--- src/hw/rtl/sgs_pkg.sv ---
`timescale 1ns / 1ps

package sgs_pkg;

    // Field and register widths
    localparam int BYTE_W    = 8;
    localparam int SRL_W     = 16;
    localparam int NRL_W     = 20;
    localparam int SAL_W     = 20;
    localparam int PAD_W     = 12;
    localparam int CFG_IDX_W = 3;
    localparam int CFG_DAT_W = 20;
    localparam int OUT_W     = 32;
    localparam int AREA_W    = 2;

    localparam int POS_WIDTH_DEF = 32;

    // Output queue
    localparam int FIFO_DEPTH = 8;
    localparam int FIFO_AW    = 3;
    localparam int FIFO_CW    = 4;

    // Register reset values
    localparam logic [SRL_W-1:0] SRL_RST  = 16'd100;
    localparam logic [NRL_W-1:0] NRL_RST  = 20'd5120;
    localparam logic [SAL_W-1:0] SAL_RST  = 20'd40000;
    localparam logic [PAD_W-1:0] PAD_RST  = 12'd418;

    localparam logic [BYTE_W-1:0] SIL_LO = 8'h00;
    localparam logic [BYTE_W-1:0] SIL_HI = 8'hFF;

    localparam logic [OUT_W-1:0] CNT_MAX = '1;

    // Register map
    typedef enum logic [CFG_IDX_W-1:0] {
        REG_SILENCE_RUN_LEN  = 3'd0,
        REG_NOISE_RUN_LEN    = 3'd1,
        REG_SILENCE_AREA_LEN = 3'd2,
        REG_ONLY_TRIM        = 3'd3,
        REG_FRAME_PAD        = 3'd4
    } t_reg_idx;

    // Result kinds
    localparam logic KIND_MID = 1'b0;
    localparam logic KIND_END = 1'b1;

    typedef struct packed {
        logic             kind;
        logic             seg_valid;
        logic [OUT_W-1:0] seg_start;
        logic [OUT_W-1:0] seg_length;
        logic [OUT_W-1:0] seg_number;
        logic             silence_at_start;
        logic             silence_at_end;
        logic             is_last;
    } t_result;

endpackage

--- src/hw/rtl/silence_gap_segmenter.sv ---
`timescale 1ns / 1ps
// A byte request accepted on the input passes through the input register, the state
//   update register and the output queue before its results reach the output channel.
// Throughput: one byte per cycle while o_ready is high; a byte ending a segment and
//   the file gives two results, leaving the 8-entry output queue one per cycle
//   while i_ready is high. Reset (i_rst_n low, synchronous): registers return to
//   their defaults, all tracking state and the output queue are cleared.
module silence_gap_segmenter #(
    parameter int POS_WIDTH = sgs_pkg::POS_WIDTH_DEF
) (
    input  logic                          i_clk,
    input  logic                          i_rst_n,
    // configuration
    input  logic                          i_cfg_we,
    input  logic [sgs_pkg::CFG_IDX_W-1:0] i_cfg_idx,
    input  logic [sgs_pkg::CFG_DAT_W-1:0] i_cfg_data,
    // byte channel
    input  logic                          i_valid,
    output logic                          o_ready,
    input  logic [sgs_pkg::BYTE_W-1:0]    i_byte_value,
    input  logic                          i_last_byte,
    // result channel
    output logic                          o_valid,
    input  logic                          i_ready,
    output logic                          o_kind,
    output logic                          o_seg_valid,
    output logic [sgs_pkg::OUT_W-1:0]     o_seg_start,
    output logic [sgs_pkg::OUT_W-1:0]     o_seg_length,
    output logic [sgs_pkg::OUT_W-1:0]     o_seg_number,
    output logic                          o_silence_at_start,
    output logic                          o_silence_at_end,
    output logic                          o_is_last
);
    import sgs_pkg::*;

    localparam int PW = POS_WIDTH;
    // compare width for distance vs. thresholds
    localparam int CW = (PW + 1 > NRL_W + 1) ? PW + 1 : NRL_W + 1;
    // signed width for padding math
    localparam int SW = PW + 3;
    localparam logic [PW-1:0] POS_MAX = '1;

    // raw segment as found by the tracking stage, before padding
    typedef struct packed {
        logic             kind;
        logic             seg_valid;
        logic [PW:0]      from;
        logic [PW-1:0]    to;
        logic [OUT_W-1:0] number;
        logic             sas;
        logic             sae;
        logic             is_last;
    } t_raw;

    // ---------------- configuration registers ----------------
    logic [SRL_W-1:0] r_srl;
    logic [NRL_W-1:0] r_nrl;
    logic [SAL_W-1:0] r_sal;
    logic             r_trim;
    logic [PAD_W-1:0] r_pad;

    always_ff @(posedge i_clk) begin
        if (!i_rst_n) begin
            r_srl  <= SRL_RST;
            r_nrl  <= NRL_RST;
            r_sal  <= SAL_RST;
            r_trim <= 1'b0;
            r_pad  <= PAD_RST;
        end else if (i_cfg_we) begin
            case (t_reg_idx'(i_cfg_idx))
                REG_SILENCE_RUN_LEN:  r_srl  <= i_cfg_data[SRL_W-1:0];
                REG_NOISE_RUN_LEN:    r_nrl  <= i_cfg_data[NRL_W-1:0];
                REG_SILENCE_AREA_LEN: r_sal  <= i_cfg_data[SAL_W-1:0];
                REG_ONLY_TRIM:        r_trim <= i_cfg_data[0];
                REG_FRAME_PAD:        r_pad  <= i_cfg_data[PAD_W-1:0];
                default: ;
            endcase
        end
    end

    // ---------------- stage A: input register ----------------
    logic              r_a_vld;
    logic [BYTE_W-1:0] r_a_byte;
    logic              r_a_last;
    logic              w_in_acc;

    assign w_in_acc = i_valid && o_ready;

    always_ff @(posedge i_clk) begin
        if (!i_rst_n) begin
            r_a_vld <= 1'b0;
        end else begin
            r_a_vld <= w_in_acc;
        end
        if (w_in_acc) begin
            r_a_byte <= i_byte_value;
            r_a_last <= i_last_byte;
        end
    end

    // ---------------- stage B: tracking state ----------------
    logic [PW-1:0]     r_pos,      n_pos;
    logic [OUT_W-1:0]  r_run,      n_run;
    logic              r_prev_vld, n_prev_vld;
    logic              r_prev_sil, n_prev_sil;
    logic              r_ils,      n_ils;      // in long silence
    logic [PW-1:0]     r_lsp,      n_lsp;      // latest long-silence byte
    logic              r_lss,      n_lss;
    logic              r_iln,      n_iln;      // in long noise
    logic [PW-1:0]     r_lnp,      n_lnp;      // latest long-noise byte
    logic              r_lns,      n_lns;
    logic [PW:0]       r_mark,     n_mark;     // pending segment start
    logic              r_mset,     n_mset;
    logic              r_isa,      n_isa;      // in silence area
    logic [AREA_W-1:0] r_areas,    n_areas;
    logic [OUT_W-1:0]  r_segs,     n_segs;
    logic              r_sflag,    n_sflag;

    logic              r_b_v0,  n_b_v0;        // mid-stream segment
    logic              r_b_v1,  n_b_v1;        // end-of-file report
    t_raw              r_b_r0,  n_b_r0;
    t_raw              r_b_r1,  n_b_r1;

    logic              w_sil;
    logic [CW-1:0]     w_d1, w_d2;
    logic [NRL_W-1:0]  w_thr;
    logic              w_noise, w_area;
    logic [PW-1:0]     w_area_st;

    always_comb begin
        n_pos      = r_pos;
        n_run      = r_run;
        n_prev_vld = r_prev_vld;
        n_prev_sil = r_prev_sil;
        n_ils      = r_ils;
        n_lsp      = r_lsp;
        n_lss      = r_lss;
        n_iln      = r_iln;
        n_lnp      = r_lnp;
        n_lns      = r_lns;
        n_mark     = r_mark;
        n_mset     = r_mset;
        n_isa      = r_isa;
        n_areas    = r_areas;
        n_segs     = r_segs;
        n_sflag    = r_sflag;
        n_b_v0     = 1'b0;
        n_b_v1     = 1'b0;
        n_b_r0     = r_b_r0;
        n_b_r1     = r_b_r1;

        w_sil     = (r_a_byte == SIL_LO) || (r_a_byte == SIL_HI);
        // distance+1 to the last long silence (old values: only used outside long silence)
        w_d1      = r_lss ? (CW'(r_pos) - CW'(r_lsp) + CW'(1)) : (CW'(r_pos) + CW'(2));
        // distance+1 to the last long noise (noise and area hits never share a byte)
        w_d2      = r_lns ? (CW'(r_pos) - CW'(r_lnp) + CW'(1)) : (CW'(r_pos) + CW'(2));
        w_thr     = r_trim ? NRL_W'(r_srl) : r_sal;
        w_area_st = r_lns ? r_lnp : '0;
        w_noise   = 1'b0;
        w_area    = 1'b0;

        if (r_a_vld) begin
            // silence run length
            if (r_prev_vld && r_prev_sil) begin
                if (r_run != CNT_MAX) n_run = r_run + OUT_W'(1);
            end else begin
                n_run = OUT_W'(1);
            end

            n_ils = w_sil && (n_run >= OUT_W'(r_srl));
            if (n_ils) begin
                n_lsp = r_pos;
                n_lss = 1'b1;
            end

            // long noise
            w_noise = !n_ils && (w_d1 >= CW'(r_nrl));
            if (w_noise) begin
                if (!r_iln && !r_mset) begin
                    n_mark = r_lss ? ({1'b0, r_lsp} + (PW+1)'(1)) : (PW+1)'(1);
                    n_mset = 1'b1;
                end
                n_lnp = r_pos;
                n_lns = 1'b1;
                n_iln = 1'b1;
                n_isa = 1'b0;
            end else begin
                n_iln = 1'b0;
            end

            // silence area
            w_area = n_ils && (w_d2 >= CW'(w_thr));
            if (w_area) begin
                if (!r_isa) begin
                    if (r_areas != AREA_W'(2)) n_areas = r_areas + AREA_W'(1);
                    if (r_mset && !r_trim) begin
                        if (r_segs != CNT_MAX) n_segs = r_segs + OUT_W'(1);
                        n_b_v0           = 1'b1;
                        n_b_r0.kind      = KIND_MID;
                        n_b_r0.seg_valid = 1'b1;
                        n_b_r0.from      = r_mark;
                        n_b_r0.to        = w_area_st;
                        n_b_r0.number    = n_segs;
                        n_b_r0.sas       = 1'b0;
                        n_b_r0.sae       = 1'b0;
                        n_b_r0.is_last   = !r_a_last;
                        n_mset           = 1'b0;
                        if (n_segs == OUT_W'(1) && n_areas > AREA_W'(1)) n_sflag = 1'b1;
                    end
                end
                n_isa = 1'b1;
            end

            n_prev_vld = 1'b1;
            n_prev_sil = w_sil;
            if (r_pos != POS_MAX) n_pos = r_pos + PW'(1);

            // end of file: flush and start over
            if (r_a_last) begin
                n_b_v1         = 1'b1;
                n_b_r1.kind    = KIND_END;
                n_b_r1.sas     = n_sflag;
                n_b_r1.is_last = 1'b1;
                if (n_mset) begin
                    if (n_segs != CNT_MAX) n_segs = n_segs + OUT_W'(1);
                    n_b_r1.seg_valid = 1'b1;
                    n_b_r1.from      = n_mark;
                    n_b_r1.to        = n_lnp;
                    n_b_r1.sae       = 1'b0;
                end else begin
                    n_b_r1.seg_valid = 1'b0;
                    n_b_r1.from      = '0;
                    n_b_r1.to        = '0;
                    n_b_r1.sae       = (n_segs != '0) && !n_iln;
                end
                n_b_r1.number = n_segs;

                n_pos      = '0;
                n_run      = '0;
                n_prev_vld = 1'b0;
                n_prev_sil = 1'b0;
                n_ils      = 1'b0;
                n_lsp      = '0;
                n_lss      = 1'b0;
                n_iln      = 1'b0;
                n_lnp      = '0;
                n_lns      = 1'b0;
                n_mark     = '0;
                n_mset     = 1'b0;
                n_isa      = 1'b0;
                n_areas    = '0;
                n_segs     = '0;
                n_sflag    = 1'b0;
            end
        end
    end

    always_ff @(posedge i_clk) begin
        if (!i_rst_n) begin
            r_pos      <= '0;
            r_run      <= '0;
            r_prev_vld <= 1'b0;
            r_prev_sil <= 1'b0;
            r_ils      <= 1'b0;
            r_lsp      <= '0;
            r_lss      <= 1'b0;
            r_iln      <= 1'b0;
            r_lnp      <= '0;
            r_lns      <= 1'b0;
            r_mark     <= '0;
            r_mset     <= 1'b0;
            r_isa      <= 1'b0;
            r_areas    <= '0;
            r_segs     <= '0;
            r_sflag    <= 1'b0;
            r_b_v0     <= 1'b0;
            r_b_v1     <= 1'b0;
        end else begin
            r_pos      <= n_pos;
            r_run      <= n_run;
            r_prev_vld <= n_prev_vld;
            r_prev_sil <= n_prev_sil;
            r_ils      <= n_ils;
            r_lsp      <= n_lsp;
            r_lss      <= n_lss;
            r_iln      <= n_iln;
            r_lnp      <= n_lnp;
            r_lns      <= n_lns;
            r_mark     <= n_mark;
            r_mset     <= n_mset;
            r_isa      <= n_isa;
            r_areas    <= n_areas;
            r_segs     <= n_segs;
            r_sflag    <= n_sflag;
            r_b_v0     <= n_b_v0;
            r_b_v1     <= n_b_v1;
        end
        r_b_r0 <= n_b_r0;
        r_b_r1 <= n_b_r1;
    end

    // ---------------- stage C: padding, into the output queue ----------------
    function automatic logic [OUT_W-1:0] f_clip(input logic signed [SW-1:0] v);
        logic [SW-1:0] u;
        u = unsigned'(v);
        if (v[SW-1]) begin
            f_clip = '0;
        end else if ((u >> OUT_W) != '0) begin
            f_clip = CNT_MAX;
        end else begin
            f_clip = OUT_W'(u);
        end
    endfunction

    function automatic t_result f_pad(input t_raw r, input logic [PAD_W-1:0] pad);
        logic signed [SW-1:0] s_from;
        logic signed [SW-1:0] s_to;
        logic signed [SW-1:0] s_pad;
        logic signed [SW-1:0] s_raw;
        t_result o;
        s_from = signed'(SW'(r.from));
        s_to   = signed'(SW'(r.to));
        s_pad  = signed'(SW'(pad));
        s_raw  = s_to - s_from + SW'(1);
        if (s_raw[SW-1]) s_raw = '0;
        o.kind             = r.kind;
        o.seg_valid        = r.seg_valid;
        o.seg_start        = r.seg_valid ? f_clip(s_from - s_pad) : '0;
        o.seg_length       = r.seg_valid ? f_clip(s_raw + s_pad + s_pad) : '0;
        o.seg_number       = r.number;
        o.silence_at_start = r.sas;
        o.silence_at_end   = r.sae;
        o.is_last          = r.is_last;
        f_pad = o;
    endfunction

    t_result             r_fifo [FIFO_DEPTH];
    logic [FIFO_AW-1:0]  r_wp, r_rp;
    logic [FIFO_CW-1:0]  r_cnt;
    t_result             w_p0, w_p1;
    logic [1:0]          w_push;
    logic                w_pop;
    logic [FIFO_CW+1:0]  w_pend;

    assign w_p0   = f_pad(r_b_r0, r_pad);
    assign w_p1   = f_pad(r_b_r1, r_pad);
    assign w_push = {1'b0, r_b_v0} + {1'b0, r_b_v1};
    assign w_pop  = o_valid && i_ready;

    // every byte in flight may still need two slots
    assign w_pend  = (FIFO_CW+2)'(r_cnt) + (FIFO_CW+2)'({r_a_vld, 1'b0})
                   + (FIFO_CW+2)'({r_b_v0 | r_b_v1, 1'b0});
    assign o_ready = (w_pend + (FIFO_CW+2)'(2)) <= (FIFO_CW+2)'(FIFO_DEPTH);

    always_ff @(posedge i_clk) begin
        if (!i_rst_n) begin
            r_wp  <= '0;
            r_rp  <= '0;
            r_cnt <= '0;
        end else begin
            r_wp  <= r_wp + FIFO_AW'(w_push);
            r_cnt <= r_cnt + FIFO_CW'(w_push) - FIFO_CW'(w_pop);
            if (w_pop) r_rp <= r_rp + FIFO_AW'(1);
        end
        if (r_b_v0) begin
            r_fifo[r_wp] <= w_p0;
            if (r_b_v1) r_fifo[r_wp + FIFO_AW'(1)] <= w_p1;
        end else if (r_b_v1) begin
            r_fifo[r_wp] <= w_p1;
        end
    end

    assign o_valid            = (r_cnt != '0);
    assign o_kind             = r_fifo[r_rp].kind;
    assign o_seg_valid        = r_fifo[r_rp].seg_valid;
    assign o_seg_start        = r_fifo[r_rp].seg_start;
    assign o_seg_length       = r_fifo[r_rp].seg_length;
    assign o_seg_number       = r_fifo[r_rp].seg_number;
    assign o_silence_at_start = r_fifo[r_rp].silence_at_start;
    assign o_silence_at_end   = r_fifo[r_rp].silence_at_end;
    assign o_is_last          = r_fifo[r_rp].is_last;

endmodule

--- config.mk ---
export PLATFORM = sky130hd
export DESIGN_NAME = silence_gap_segmenter
export DESIGN_NICKNAME = d
export VERILOG_FILES = /design/src/hw/rtl/sgs_pkg.sv /design/src/hw/rtl/silence_gap_segmenter.sv
export SDC_FILE = /design/constraint.sdc
export NUM_CORES = 2
export LEC_CHECK = 0
export BUFFER_PORTS_ARGS = -buffer_cell sky130_fd_sc_hd__buf_4
export CORE_MARGIN = 1.5
export CORE_UTILIZATION = 30
export DETAILED_ROUTE_END_ITERATION = 8
export GPL_TIMING_DRIVEN = 1
export SYNTH_ARGS = -nofsm -noshare
export SYNTH_HDL_FRONTEND = slang
export SYNTH_SLANG_ARGS = --single-unit
--- constraint.sdc ---
create_clock -name i_clk -period 14.3 [get_ports i_clk]
set_input_delay 2.145 -clock i_clk [delete_from_list [all_inputs] [get_ports i_clk]]
set_output_delay 2.145 -clock i_clk [all_outputs]
set_load 0.02 [all_outputs]
* After elaboration in Yosys (flattened, before gate mapping)
Memory sizes are Yosys's and may differ from the RTL's. A register that Yosys moved wholly into a read port is not among the register bits.
Cells that the tools add are included.
** Storage, ports and cells
- Flip-flop bits (word level) :: 492
- RAM bits :: 808
- Bits of input ports :: 37
- Output and inout port bits :: 103
- Word-level logic and storage cells :: 221
- Memories :: 1
** Memory list
- r_fifo :: depth 8, width 101, read ports 1, clocked after memory_dff 1, wr ports 2, line silence_gap_segmenter.sv:337 : t_result r_fifo [FIFO_DEPTH];
** Cells by class
- $add $sub $neg :: 30
- Magnitude comparators :: 5
- Eq/ne operators :: 12
- Mux-type cells :: 85
- Bitwise operators :: 6
- Reductions and logical operators :: 44
** Operators with widths (count)
- 32-bit two-way mux :: 32
- 33-bit two-way mux :: 6
- 35-bit by 13-bit adder with 35-bit output :: 4
- 35-bit nonzero test :: 4
- 32-bit by 1-bit adder with 32-bit output, second input constant :: 4
- 32-bit != test, second input constant :: 4
- 101-bit two-way mux :: 1
- 34-bit by 2-bit adder with 35-bit output, second input constant :: 2
- 34-bit two-way mux :: 2
- 32-bit by 33-bit subtractor with 34-bit output :: 2
- 33-bit by 12-bit subtractor with 34-bit output :: 2
- 33-bit by 1-bit adder with 33-bit output, second input constant :: 2
- 33-bit by 20-bit >= comparator with 1-bit output :: 2
- 66-bit two-way mux :: 1
- 32-bit by 32-bit subtractor with 33-bit output :: 2
- 32-bit by 1-bit adder with 33-bit output, second input constant :: 1
- 32-bit by 2-bit adder with 33-bit output, second input constant :: 1
- 1-bit two-way mux :: 33
- 32-bit by 1-bit == test with 1-bit output, second input constant :: 1
- 32-bit by 16-bit >= comparator with 1-bit output :: 1
- 32-bit nonzero test :: 1
- 2-bit AND reduction :: 11
- 20-bit two-way mux :: 1
- 2-bit two-way mux :: 7
- other kinds (30) :: 55

* Logic depth before layout (Yosys ltp)
- Word-level depth :: 16
- Depth in mapped cells :: 38
- Gate-level depth less buffers :: 36

* Worst setup path before layout
Ideal clock, no wire load.
- Path type :: register -> register
- From :: reg r_pos[1]
- To :: reg r_b_r0[0] in the netlist's numbering (enable)
- Library setup time :: 0.557 ns
- Data arrival time :: 9.397 ns
- Required time :: 13.743 ns
- Path slack :: 4.345 ns
- Cell stages (with the launch flop) :: 32
- Buffers on the path :: 3
- Period minus slack after synthesis :: 9.955 ns
- Cells stage by stage :: dfxtp_1 > inv_1 > ha_1 > inv_1 > ha_1 > fa_1 > a211oi_1 > nor3_1 > or2_2 > nand2_1 > nand2b_1 > a21oi_1 > o21ai_0 > a21oi_1 > o21bai_1 > a21oi_1 > xnor2_1 > a21oi_1 > ha_1 > nand4_1 > nor2_1 > a31oi_1 > nand4_1 > mux2_2 > a2111oi_0 > a21o_1 > nand3_1 > nand2_1 > clkbuf_1 > buf_1 > clkbuf_1 > nor2_1
** On the way
- Cells in the longest elaborated chain, start to end :: 6
- Elaborated cells between the ends (all ways) :: 7
- Classes of those cells :: add/sub: 3; order compare: 1; mux: 1; reduce/logical: 2
** RTL lines
- start: declaration :: line silence_gap_segmenter.sv:102 : logic [PW-1:0] r_pos, n_pos;
- start signal: assignment :: line silence_gap_segmenter.sv:279 : r_pos <= n_pos;
- 32-bit by 32-bit subtractor with 33-bit output :: line silence_gap_segmenter.sv:156 : w_d2 = r_lns ? (CW'(r_pos) - CW'(r_lnp) + CW'(1)) : (CW'(r_pos) + CW'(2));
- 33-bit by 1-bit adder with 33-bit output :: line silence_gap_segmenter.sv:156
- 33-bit two-way mux (*) :: line silence_gap_segmenter.sv:156
- 33-bit by 20-bit >= comparator with 1-bit output (*) :: line silence_gap_segmenter.sv:192 : w_area = n_ils && (w_d2 >= CW'(w_thr));
- 1-bit logical AND (*) :: line silence_gap_segmenter.sv:192
- 4-bit AND reduction (no line) (*)
- end signal: assignment :: line silence_gap_segmenter.sv:298 : r_b_r0 <= n_b_r0;
- end: declaration :: line silence_gap_segmenter.sv:121 : t_raw r_b_r0, n_b_r0;
Mark *: on every way between the ends. The rest lies on a longest branch, timed or not.
A chain may end at the register's enable or synchronous reset.

==> results.md <==
* Status: finished, final reports clean
* Total GRT Usage at between 20% and 30%
* Worst Hold Launch: r_fifo[2][100]$_SDFFE_PP1P_
* Mapped Cells at roughly 7900
* Number of vias per cell at 5.81
* Port bufs at between 100 and 150
* Die Y at 518 um
* Cts bufs inserted at roughly 160
* FF-to-FF path depth at 27
* R2r endpoint: r_fifo[3][49]$_DFFE_PP_
* Initial Util at 30.3%
* Hold_buf cts at 0
* Setup crit end kind: flop
* Final slew viol count at 0
* EDFF count, synth at 999
* Die X at between 500 and 600 um
* Drt total wl at approximately 290000 um
* Max-Cap Viols at 0
* Final setup violating endpoints at 0
* Fmax at around 110 MHz
* TNS Setup at 0 ns
* Asr flop ratio synth at 0%
* R2r startpoint: r_b_r0[73]$_DFFE_PP_
* Finished Layout Cells at 11377
* Cell total after placement at ~11000
* Share of cells above drive strength 1 at around an eighth
* Area share of the largest cell type after synthesis at 37.7%
* Nets at just over 8000
* Initial antenna violation count at 13
* GRT overflow at 0
* Clock Path Buffers at 4
* Most used DFF post-synth: edfxtp_1
* Worst-Margin Slew at 1.28 ns
* Post-route ant nets at 0
* Detailed Routing Iterations Pass 1 at 7
* Final Cycle Share at 65.2%
* Syn_area_per_cell at 10.1 um^2
* Cell Rows at ~190
* DIE AREA at between 200000 and 300000 um^2
* Number of synthesized register bits at roughly 1300
* Post-Syn Nets at slightly above 8000
* DP Worst Slack at ~5.2 ns
* Post-CTS Resized at 0
* Setup CP Type: reg -> reg
* Syn Std Cell Area at 79600 um^2
* IO Count at 140
* Startpoint types: flop
* Hold Path Sink: r_fifo[2][100]$_SDFFE_PP1P_
* LEAKAGE at between 20 and 30 nW
* Critical path fanouts, max at 31
* WL/cell at ~25 um
* Worst Path Required at 14.98 ns
* RSZ-0062 raised after global routing: no
* H-tree Lvls at 4
* Largest net degree at the start of global routing at ~130
* Synth area leaders: edfxtp_1 38%, dfxtp_1 7.6%, mux4_2 5.7%
* Layout area overhead at 11.7%
* First-pass GRT wire length at around 420000 um
* Clock skew at 0.0879 ns
* CTS tree: yes
* Final Wtd Congestion at roughly 0.94
* Critical Path AT at ~10 ns
* Final Hold Vio Count at 0
* Largest area contributor in the netlist: edfxtp_1
* Initial detailed-routing violation count at 8337
* Setup Fix Bufs, Post-CTS at 0
* Root Driver: clkbuf_16
* Worst vdd ir at between 0.0001 and 0.00015 V
* Minimum clock period at 9.32 ns
* Clk slew on worst S/H paths at roughly 0.060 ns
* Yosys warns at 0
* Final WS setup at 4.98 ns
* Clock Sinks at between 1000 and 1500
* Register area share after synthesis at between 40% and 50%
* Most frequent cells in the layout: 999 x edfxtp_1, 758 x nand2_1, 546 x nor2_1
* Core area at between 200000 and 300000 um^2
* Residual DRC at 0
* Detailed-placement wirelength estimate at approximately 200000 um
* Worst hold stages at 2
* Power Dens Cells at between 100 and 150 nW/um^2
* Via count at about 66000
* Hold crit path type: reg -> reg
* Relative slew slack at 14.3%
* Netlist cell types at ~120
* Later-pin clock latency in the skew report at 0.87 ns
* R2R Setup Slk at between 4 and 5 ns
* Vias in the first global route at around 63000
* Commonest non-fill, non-tap cell in the layout: edfxtp_1
==> critical path, cell delays in order, from the launching register on <==
cell	delay, ns
edfxtp_1	0.42
inv_1	0.07
ha_1	0.38
a21oi_1	0.34
nand2_1	0.12
o211ai_1	0.46
a21boi_0	0.25
o21ai_0	0.64
nand4_1	0.43
or4_4	0.63
nor3_4	0.23
a31oi_4	0.30
nor2_1	0.33
ha_1	0.20
a21o_1	0.08
a21oi_1	0.09
o21bai_1	0.15
a21oi_1	0.12
o21ai_0	0.30
a21oi_1	0.14
o21ai_0	0.34
o21ai_0	0.30
a2111oi_0	0.83
nor4b_4	0.56
a31o_4	0.77
a21oi_2	0.17
or2_2	0.34
o22ai_1	0.16
==> final cells by class <==
type | count | area (um^2)
repair buffers | 261 | 1990
flip-flops and latches | 1303 | 36100
clock inverters | 80 | 656
fillers | 26457 | 174000
clock buffers | 196 | 4240
inverters | 306 | 1150
diodes | 4 | 10.0
well taps | 3515 | 4400
multi-input cells | 5712 | 40400
==> state kept, by name, summed over array words and instances (netlist names), 2 cells and up, named ones only <==
signal    flops
r_a_byte      8
r_areas       2
r_b_r0       98
r_b_r1      100
r_cnt         4
r_fifo      808
r_lnp        32
r_lsp        32
r_mark       33
r_nrl        20
r_pad        12
r_pos        32
r_rp          3
r_run        32
r_sal        20
r_segs       32
r_srl        16
r_wp          3
==> through the flow <==
step / utilization, % / power [W] / hold WS, ns / instance area (um^2)
after floorplan: - / 0.00566 / 0.417 / 79600
after global placement: 31.9 / 0.00631 / 0.425 / 84000
after detailed placement: 31.9 / 0.00632 / 0.432 / 84000
after CTS: 33.8 / 0.0102 / 0.441 / 88900
after global routing: 33.8 / 0.0105 / 0.455 / 88900
final: 33.8 / 0.0102 / 0.445 / 88900
==> cell usage after synthesis (197+ instances only) <==
master / number
ha_1: 319
xnor2_1: 252
clkbuf_1: 398
nand2_1: 773
nor2_1: 552
o22ai_1: 515
inv_1: 304
edfxtp_1: 999
mux4_2: 202
dfxtp_1: 304
nor2b_1: 209
a21oi_1: 327
nand3_1: 197
o21ai_0: 477
==> layer usage <==
layer,wire (um),global-route usage (%)
met5,94,0
met1,122000,28.7
met2,129000,32.1
met4,10900,7.35
met3,26400,3.37
==> logic make-up after synthesis <==
logic type      count (synthesis)  share of synthesized area [%]
mux                           393                           8.29
simple gates                 2524                           15.7
compound gates               2075                           16.7
xor+xnor                      391                           4.30
fa+ha+maj                     329                           5.26
flops                        1303                           45.3
buf+inv                       842                           4.41
==> power by group <==
group / leakage, nW / internal, W / total, W / switching, W
registers: 11.5 / 0.00411 / 0.00419 / 0.0000850
logic: 15.1 / 0.000845 / 0.00205 / 0.00121
clock network: 2.39 / 0.00225 / 0.00391 / 0.00166
total: 29.0 / 0.00720 / 0.0102 / 0.00295
==> worst max-delay path by stage <==
stage                                        start                      end  slack (ns)  cells after the start
final                         r_b_r0[73]$_DFFE_PP_  r_fifo[3][49]$_DFFE_PP_        4.98                     27
after global routing      r_b_r0[35]$_SDFFCE_PN0P_  r_fifo[7][50]$_DFFE_PP_        4.35                     29
after CTS                     r_b_r0[83]$_DFFE_PP_  r_fifo[3][49]$_DFFE_PP_        5.15                     27
after detailed placement      r_b_r0[73]$_DFFE_PP_  r_fifo[3][49]$_DFFE_PP_        5.16                     27
after global placement      r_pos[12]$_SDFFE_PN0P_     r_b_r1[12]$_DFFE_PP_        5.18                     30
after floorplan              r_pos[1]$_SDFFE_PN0P_      r_b_r0[0]$_DFFE_PP_        4.35                     31
Power figures use the tool's default switching activity.
